### src/slc_queue.sv
// ----------------------------------------------------------------------------
// slc_queue
// Two-word FIFO between the front and back ends.
// ----------------------------------------------------------------------------
module slc_queue #(
    parameter int W = 8
) (
    input  logic         clk,
    input  logic         rst_n,
    input  logic         wr_valid,
    output logic         wr_ready,
    input  logic [W-1:0] wr_data,
    output logic         rd_valid,
    input  logic         rd_ready,
    output logic [W-1:0] rd_data
);
    logic [W-1:0] mem_reg [2];
    logic         wp_reg, wp_next;
    logic         rp_reg, rp_next;
    logic [1:0]   cnt_reg, cnt_next;
    logic         push, pop;

    assign wr_ready = (cnt_reg != 2'd2);
    assign rd_valid = (cnt_reg != 2'd0);
    assign rd_data  = mem_reg[rp_reg];
    assign push     = wr_valid && wr_ready;
    assign pop      = rd_valid && rd_ready;

    always_comb
    begin
        wp_next  = wp_reg ^ push;
        rp_next  = rp_reg ^ pop;
        cnt_next = cnt_reg + {1'b0, push} - {1'b0, pop};
    end

    always_ff @(posedge clk or negedge rst_n)
    begin
        if (!rst_n)
        begin
            wp_reg  <= 1'b0;
            rp_reg  <= 1'b0;
            cnt_reg <= 2'd0;
        end
        else
        begin
            wp_reg  <= wp_next;
            rp_reg  <= rp_next;
            cnt_reg <= cnt_next;
        end
    end

    always_ff @(posedge clk)
    begin
        if (push)
        begin
            mem_reg[wp_reg] <= wr_data;
        end
    end
endmodule

### config.mk
export PLATFORM = sky130hd
export DESIGN_NAME = slc_queue
export DESIGN_NICKNAME = d
export VERILOG_FILES = /design/src/slc_queue.sv
export SDC_FILE = /design/constraint.sdc
export NUM_CORES = 1
export LEC_CHECK = 0
export ABC_AREA = 0
export ABC_CLOCK_PERIOD_IN_PS = 1700
export BUFFER_PORTS_ARGS = -buffer_cell sky130_fd_sc_hd__buf_4
export CAP_MARGIN = 10
export CORE_UTILIZATION = 49
export CTS_CLUSTER_DIAMETER = 120
export DETAILED_ROUTE_END_ITERATION = 6
export GPL_ROUTABILITY_DRIVEN = 0
export PLACE_DENSITY = 0.74
export SYNTH_ARGS = -nofsm -noshare
export SYNTH_HDL_FRONTEND = slang
export SYNTH_SLANG_ARGS = --single-unit
### constraint.sdc
create_clock -name clk -period 1.7 [get_ports clk]
set_clock_uncertainty 0.2 [all_clocks]
set_input_delay 0.34 -clock clk [delete_from_list [all_inputs] [get_ports clk]]
set_output_delay 0.34 -clock clk [all_outputs]
set_load 0.05 [all_outputs]
==> impl_metrics.ini <==
[outcome]
status = finished, violations left
violations = negative setup slack

[clock_network]
cts.reportedPaths.clkPinSlew_ns = 0.12
root_buffer = clkbuf_4
clock-sinks = 20
cts.htree.levels = 1
cts_tree = done
clk_latency_ns = 0.29
cts-buffers-inserted = 3
clk_path_buf_depth = 2

[power]
clockPowerShare = 0.157
p_per_area_mw_per_mm2 = 2050
power_frac_comb = 0.530
leakagePower_uw = 0.000491
switching_share = 0.373
seqPwrFrac = 0.314
power.internal_uw = 1520
ir_drop_mv = 1.63
p_switching_uw = 904

[place]
placed_cells = 87
pre_cts_slack_ns = 0.0248
hpwlAfterDp_um = 929
io_buffers = 21

[worst_setup_path]
crit_path_start = rp_reg
startpoint_type = flip-flop
crit_type = reg2out
path_cells = buf_6, mux2_2, buf_8
worst_setup_path_end_kind = output pin
path_max_fanout = 4
slowest_delay_ns = 0.40
crit_arrival_ns = 1.30
r2r_start = cnt_reg[0]
critPathRequiredTime_ns = 1.16
ff2ff_setup_slack_ns = 0.10
slowest_stage = dfrtp_2

[worst_hold_path]
min_from = wr_data[7]
hp-class = in2reg

[sta]
slew_viol_final = 0
setup_slack_ns = -0.140
max_freq_mhz = 544
setup_violations = 9
period_share = 1.08
rsz0062_at_grt = true
timing.final.crit_period_ns = 1.84
hold_viol = 0
max_slew_margin = 0.851
tightest_slew_ns = 0.224

[route]
viasPerCell = 5.07
drt_wl_total_um = 1540
drc = 0
vias = 497
first_iter_violations = 6
avgRoutedWirePerCell_um = 15.7
firstDrtPassIters = 2
final_antenna_net_count = 0

[synthesis]
yosysSeqAreaShare = 0.722
syn_area_um2 = 805
synth_area_leaders = edfxtp_1, dfrtp_1, mux2_2, ha_1, xnor2_1
synth.avg_cell_area_um2 = 16.8
yosysTopAreaCell = edfxtp_1
ys.warnings.count = 0
synthFlopType = edfxtp_1
yosys_register_bits = 20
yosysTopAreaCellShare = 0.597
synth_edf_count = 16
yosys.cell_types.count = 19
syn_inst = 48
synth_commonest_cells = edfxtp_1, mux2_2, dfrtp_1
synthArstFlopShare = 0.200
synth_fp_nets = 62
yosysMostFrequentCell = edfxtp_1

[floorplan]
core_area_mm2 = 0.00152
die_w_um = 42.5
rows = 14
fp.dieArea_mm2 = 0.00181
pin_count = 22
fp.dieH_um = 42.5
initial_core_util = 0.528

[grt]
globalRouteOverflowTotal = 0
grt_use_total = 0.184
grt_max_degree = 13
grt_pass1_vias = 555
antenna_found_initial = 0
grt_pass1_wl_um = 2370

[final_layout]
fin_nets = 97
diodes = 0
drive_gt1_frac = 0.573
fin_cells = 98
areaGrowthSynthToFinish_pct = 46.5
largest_reg_flops = 16

[flow_run]
max-cap-violations = 0
per-stage QoR:
stage	area (um^2)	setup TNS [ns]	hold WS (ns)	power, uW	utilization
finish	1180	-1.12	0.0189	2420	0.773
global placement	1010	0	-0.0600	1750	0.661
global route	1180	-1.63	-0.00266	2540	0.773
detailed placement	1010	0	-0.0602	1780	0.661
floorplan	812	0	-0.156	1480	-
CTS	1150	-1.20	0.00969	2350	0.752
area by class of cell:
type,count,area [um^2]
clock buffer,3,22.5
sequential,20,583
tap,16,20.0
multi-input combinational,25,224
inverter,2,7.51
fill,92,345
timing repair buffer,31,292
clock inverter,1,30.0
layout by cell type, fill, tap and decap left out:
cell type      count
dlygate4sd3_1      1
xnor2_1            2
o21ai_0            1
buf_6             11
nand2_1            1
a32oi_1            1
and3_1             1
dfrtp_1            2
inv_1              2
nand3_1            1
ha_2               1
and2_1             1
nand2b_4           1
bufinv_16          1
a211oi_1           1
nor2_1             2
buf_8              2
buf_4             17
or2_4              1
a21bo_1            1
edfxtp_1          16
nor2b_1            1
clkbuf_4           3
ha_1               1
dfrtp_2            2
mux2_2             8
routing by layer:
| metal | track usage | vias to the layer above | share of wire |
|---|---|---|---|
| li1 | - | 246 | - |
| met1 | 0.218 | 240 | 0.38 |
| met2 | 0.323 | 11 | 0.58 |
| met3 | 0.0302 | 0 | 0.035 |
| met4 | 0.0875 | 0 | 0 |
| met5 | 0 | - | 0 |
timing repair:
| item | 4_1_cts | 5_1_grt |
|---|---|---|
| buffers inserted | 4 | 2 |
| hold endpoints to repair | 4 | 0 |
| gates resized for setup | 15 | 5 |
| hold buffers | 1 | 0 |
| endpoints found under the setup margin | 9 | 9 |
critical path, delay by kind of cell (launching register included):
kind / cells / cell delay, ns
DFF: 1 / 0.40
muxes: 1 / 0.34
buffers and inverters: 2 / 0.26
power by group through the flow:
| stage | logic, uW | clock network (uW) | registers, uW |
|---|---|---|---|
| 5_1_grt | 1360 | 409 | 776 |
| 6_report | 1280 | 380 | 759 |
| 2_1_floorplan | 735 | 0 | 744 |
| 3_3_place_gp | 969 | 0 | 779 |
| 3_5_place_dp | 988 | 0 | 790 |
| 4_1_cts | 1210 | 389 | 751 |
cells by family after synthesis:
group	synth area share
DFF	0.722
adders and majority gates	0.0311
xor gates and xnor gates	0.0218
buffers and inverters	0.0155
AOI/OAI and AO/OA	0.0389
and+or+nand+nor	0.0591
muxes	0.112
final timing paths:
| path | end | cells past startpoint |
|---|---|---|
| min in group asynchronous | wp_reg | 2 |
| min reg2reg | wp_reg | 3 |
| max | rd_data[0] | 3 |
| max reg2reg | cnt_reg[1] | 6 |
| min | mem_reg[1][7] | 1 |
| max in group asynchronous | rp_reg | 2 |
No activity file was read; power rests on OpenSTA's default activity.
