**config.mk**
```make
export PLATFORM = sky130hd
export DESIGN_NAME = slc_front
export DESIGN_NICKNAME = d
export VERILOG_FILES = /design/src/slc_pkg.sv /design/src/slc_front.sv
export SDC_FILE = /design/constraint.sdc
export NUM_CORES = 1
export LEC_CHECK = 0
export BUFFER_PORTS_ARGS = -buffer_cell sky130_fd_sc_hd__buf_2
export CAP_MARGIN = 20
export CORE_UTILIZATION = 23
export DETAILED_ROUTE_END_ITERATION = 6
export HOLD_SLACK_MARGIN = 0.05
export SLEW_MARGIN = 20
export SYNTH_ARGS = -nofsm -noshare
export SYNTH_HDL_FRONTEND = slang
export SYNTH_SLANG_ARGS = --single-unit
export TNS_END_PERCENT = 30
```
**constraint.sdc**
```tcl
create_clock -name clk -period 5.4 [get_ports clk]
set_clock_uncertainty 0.1 [all_clocks]
set_input_delay 0.27 -clock clk [delete_from_list [all_inputs] [get_ports clk]]
set_output_delay 0.27 -clock clk [all_outputs]
set_load 0.005 [all_outputs]
```
**src/slc_pkg.sv**
```systemverilog
// ----------------------------------------------------------------------------
// slc_pkg
// Shared codes and constants for the set-associative LRU cache simulator.
// ----------------------------------------------------------------------------
package slc_pkg;

    typedef enum logic [1:0]
    {
        OP_FETCH  = 2'd0,
        OP_LOAD   = 2'd1,
        OP_STORE  = 2'd2,
        OP_MODIFY = 2'd3
    } opcode_t;

    typedef enum logic [1:0]
    {
        CFG_SET_BITS   = 2'd0,
        CFG_BLOCK_BITS = 2'd1,
        CFG_WAYS       = 2'd2
    } cfg_index_t;

    localparam int CNT_W = 32;
    localparam logic [CNT_W-1:0] CNT_MAX = '1;
    localparam int BLOCK_CFG_W = 6;
    localparam int SET_CFG_W = 4;
    localparam int WAYS_CFG_W = 4;
    localparam int BLOCK_MAX = 32;

    typedef enum logic [1:0]
    {
        ST_RD = 2'b01,
        ST_EX = 2'b10
    } back_state_t;

endpackage

```
**src/slc_front.sv**
```systemverilog
// ----------------------------------------------------------------------------
// slc_front
// Accepts trace words, splits the address and issues one access per load or store, two per modify, none per fetch.
// ----------------------------------------------------------------------------
module slc_front #(
    parameter int ADDR_WIDTH   = 64,
    parameter int MAX_SET_BITS = 8
) (
    input  logic                          clk,
    input  logic                          rst_n,
    input  logic                          in_valid,
    output logic                          in_ready,
    input  logic [1:0]                    in_opcode,
    input  logic [ADDR_WIDTH-1:0]         in_address,
    input  logic [$clog2(MAX_SET_BITS+1)-1:0] set_bits,
    input  logic [slc_pkg::BLOCK_CFG_W-1:0]   block_bits,
    output logic                          q_valid,
    input  logic                          q_ready,
    output logic [ADDR_WIDTH-3:0]         q_tag,
    output logic [MAX_SET_BITS-1:0]       q_set,
    output logic                          q_last
);
    import slc_pkg::*;

    localparam int TAG_W = ADDR_WIDTH - 2;
    localparam int SH_W  = $clog2(MAX_SET_BITS + BLOCK_MAX + 1);

    logic                    pend_reg, pend_next;
    logic                    two_reg, two_next;
    logic [TAG_W-1:0]        tag_reg;
    logic [MAX_SET_BITS-1:0] set_reg;
    logic [ADDR_WIDTH-1:0]   tag_shift, set_shift;
    logic [MAX_SET_BITS-1:0] set_mask;
    logic [SH_W-1:0]         shamt;
    logic                    take;

    assign in_ready = !pend_reg;
    assign take     = in_valid && in_ready && (opcode_t'(in_opcode) != OP_FETCH);
    assign q_valid  = pend_reg;
    assign q_tag    = tag_reg;
    assign q_set    = set_reg;
    assign q_last   = !two_reg;

    always_comb
    begin
        shamt     = SH_W'(set_bits) + SH_W'(block_bits);
        tag_shift = in_address >> shamt;
        set_shift = in_address >> block_bits;
        set_mask  = ~({MAX_SET_BITS{1'b1}} << set_bits);
        pend_next = pend_reg;
        two_next  = two_reg;
        if (take)
        begin
            pend_next = 1'b1;
            two_next  = (opcode_t'(in_opcode) == OP_MODIFY);
        end
        else if (pend_reg && q_ready)
        begin
            if (two_reg)
            begin
                two_next = 1'b0;
            end
            else
            begin
                pend_next = 1'b0;
            end
        end
    end

    always_ff @(posedge clk or negedge rst_n)
    begin
        if (!rst_n)
        begin
            pend_reg <= 1'b0;
            two_reg  <= 1'b0;
        end
        else
        begin
            pend_reg <= pend_next;
            two_reg  <= two_next;
        end
    end

    always_ff @(posedge clk)
    begin
        if (take)
        begin
            tag_reg <= tag_shift[TAG_W-1:0];
            set_reg <= set_shift[MAX_SET_BITS-1:0] & set_mask;
        end
    end
endmodule

```
==> results.toml <==
[outcome]
outcome = "finished, final reports clean"

[synthesis]
synth-edff-count = 70
ys.warnings.count = 0
async_flop_share_pct = 2.78
syn_area_per_cell_um2 = 10.1
synth_cells = 966
synth_seq_cells = 72
syn_nets = 1051
synth_ff_type = "edfxtp_1"
synth_cell_types = 71
ys_seq_area_share_pct = 22.1
synth_area_mm2 = 0.00976

[cts]
post_cts_buffers = 0
cts_made_buffers = 9
cts_tree = "done"
cts_resized = 0
cts.sinks = 72
cts_max_level = 3
clkLatencyLatePin_ps = 370
cts_root_buf = "clkbuf_16"
cts_hold_buffers = 1
clockBufferDepth = 2
path_clk_slew_ps = 70

[job]
drv_cap = 0

[critical_path]
crit_chain = "buf_2, ha_2, inv_1, fa_4, mux2i_1, o21ai_0, nor3_1, a211oi_1, o211ai_1, a221oi_1"
cp-end-kind = "flop"
critPathTopFamily = "compound AO/OA/AOI/OAI gates"
rr_startpoint = "q_valid"
cp.required_ps = 5440
arrival_ps = 3880
regToRegSetupSlack_ps = 3400
crit_cells = 10
crit_path_max_incr_delay_ps = 1090
r2r_end = "q_tag[23]"
worstSetupStartpointType = "input pin"
path_buf_inv = 2
crit_start = "block_bits[0]"
crit_type = "in -> reg"
crit_fanout = 30
rr_worst_depth = 3
crit_end = "q_tag[5]"
cpMaxStageDelayCell = "fa_4"

[routing]
wire_per_inst_um = 23.8
drcViolationCount = 0
via_count = 9080
firstDrtPassIters = 5
drt_iter0_drc = 898
routed_wirelength_mm = 38.3
vias_per_cell = 5.65
postRouteAntennaNets = 0

[placed_design]
place.port_buffers = 152
place_hpwl_mm = 28.9
dp_slack_ps = 1180
gp_congestion = 0.954

[layout]
fin_nets = 1145
final_cell_mix = "219 x mux2i_1, 151 x buf_2, 126 x nand2_1"
fillers = 4475
largest_reg_flops = 62
final_common_cell = "mux2i_1"
area_growth_pct = 15.6
drive_gt1_share_pct = 31.5

[sta]
setup_viol = 0
finalHoldViolCount = 0
hold_slack_ps = 82.9
fin_setup_tns_ps = 0
rsz0062_at_grt = "false"
setup_ws_ps = 1550
slew_headroom_pct = 35.9
period_needed_ps = 3850
max_clock_freq_mhz = 260
fin_crit_sh_pct = 71.2
final_max_slew_viol_count = 0
tightestPinTransition_ps = 962

[power_and_ir_drop]
clkPwrFrac_pct = 20.5
p_total_mw = 3.12
internal_power_mw = 1.75
vdd_drop_max_v = 0.000200
seq_power_share_pct = 24.8
sw_frac_of_total_pct = 43.8
p_leak_nw = 4.52
powerDensity_mw_per_mm2 = 276
netSwitchingPower_mw = 1.37
power_frac_comb_pct = 54.7

[global_route]
grt_pass1_vias = 8888
track_usage_pct = 17.2
grt_pass1_wl_mm = 57.0
antenna_found_initial = 10
grt_overflow = 0
grt_max_degree = 73

[die]
start_util_pct = 23.3
die_h_um = 208
fp-row-count = 75
num_io_pins = 153
core_area_mm2 = 0.0419
die-area_mm2 = 0.0432
die_w_um = 208

[min_path]
holdCritPathClass = "in -> reg"
## power groups by stage
stage                     logic, mW  clock network [mW]  registers, mW
after detailed placement       1.67                   0          0.791
after global routing           1.81               0.663          0.783
final                          1.71               0.640          0.774
after floorplan                1.14                   0          0.789
after CTS                      1.68               0.650          0.778
after global placement         1.66                   0          0.791
## worst register-to-register path, stage by stage (launching register included)
cell	delay, ps
dfrtp_1	410
nor2b_1	190
o21a_4	140
buf_4	670
## metrics by stage
step | cell area [um2] | util (%) | instances
final | 11300 | 27.0 | 1608
after global routing | 11300 | 26.9 | 1607
after CTS | 11200 | 26.9 | 1603
after detailed placement | 10900 | 26.1 | 1586
after global placement | 10900 | 26.1 | 1586
after floorplan | 9760 | - | 966
## Yosys cell counts, drive strengths merged, types with 3 or more instances
| master | number | area (um2) |
|---|---|---|
| nand2b | 5 | 31.3 |
| a22oi | 8 | 65.1 |
| and2 | 7 | 43.8 |
| nand3 | 25 | 125 |
| o22ai | 17 | 113 |
| a211oi | 8 | 60.1 |
| edfxtp | 70 | 2100 |
| buf | 70 | 417 |
| or3 | 3 | 18.8 |
| mux2 | 34 | 387 |
| nand2 | 126 | 473 |
| a31oi | 11 | 75.1 |
| nor3 | 12 | 60.1 |
| a32oi | 6 | 52.6 |
| o221ai | 3 | 26.3 |
| nand4 | 3 | 18.8 |
| clkbuf | 20 | 75.1 |
| nand3b | 5 | 37.5 |
| mux2i | 219 | 2190 |
| a221oi | 5 | 50.0 |
| xnor2 | 4 | 42.6 |
| o211ai | 19 | 143 |
| nor2b | 6 | 37.5 |
| nor2 | 59 | 224 |
| o21ai | 29 | 145 |
| a21oi | 46 | 234 |
| inv | 12 | 45.0 |
| mux4 | 90 | 2030 |
| or2 | 5 | 33.8 |
| ha | 4 | 50.1 |
| and3 | 5 | 36.3 |
## metal layers
metal,up-vias,share of wire (%),global-route usage [%]
li1,3976,-,-
met1,4502,39,21.3
met2,482,49,28.8
met3,108,7.5,3.65
met4,12,3.7,7.69
met5,-,0.19,0
## worst min-delay path by stage
stage,end,cells after the start,slack [ps],start
after floorplan,q_valid,0,-130,rst_n
after global placement,two_reg,1,-50,rst_n
after detailed placement,q_valid,1,-40,rst_n
after CTS,two_reg,2,90,in_opcode[0]
after global routing,two_reg,2,110,in_opcode[0]
final,two_reg,2,80,in_opcode[0]
## final cells by class
class	count	area [um2]	share of cell area, %
sequential	72	2150	19.1
tap	539	674	5.98
clock buffer	9	225	2.00
timing repair buffer	173	981	8.70
multi-input combinational	791	7110	63.1
antenna	4	10.0	0.0887
inverter	13	50.0	0.444
clock inverter	7	73.8	0.654
## kinds of logic after synthesis
| group | Yosys count | synth area share [%] |
|---|---|---|
| mux | 343 | 47.2 |
| simple gates | 265 | 12.0 |
| compound gates | 172 | 11.7 |
| buf+inv | 103 | 5.54 |
| flops | 72 | 22.1 |
| xor+xnor | 6 | 0.808 |
| fa+ha+maj | 5 | 0.718 |
(Power assumes the default switching activity.)
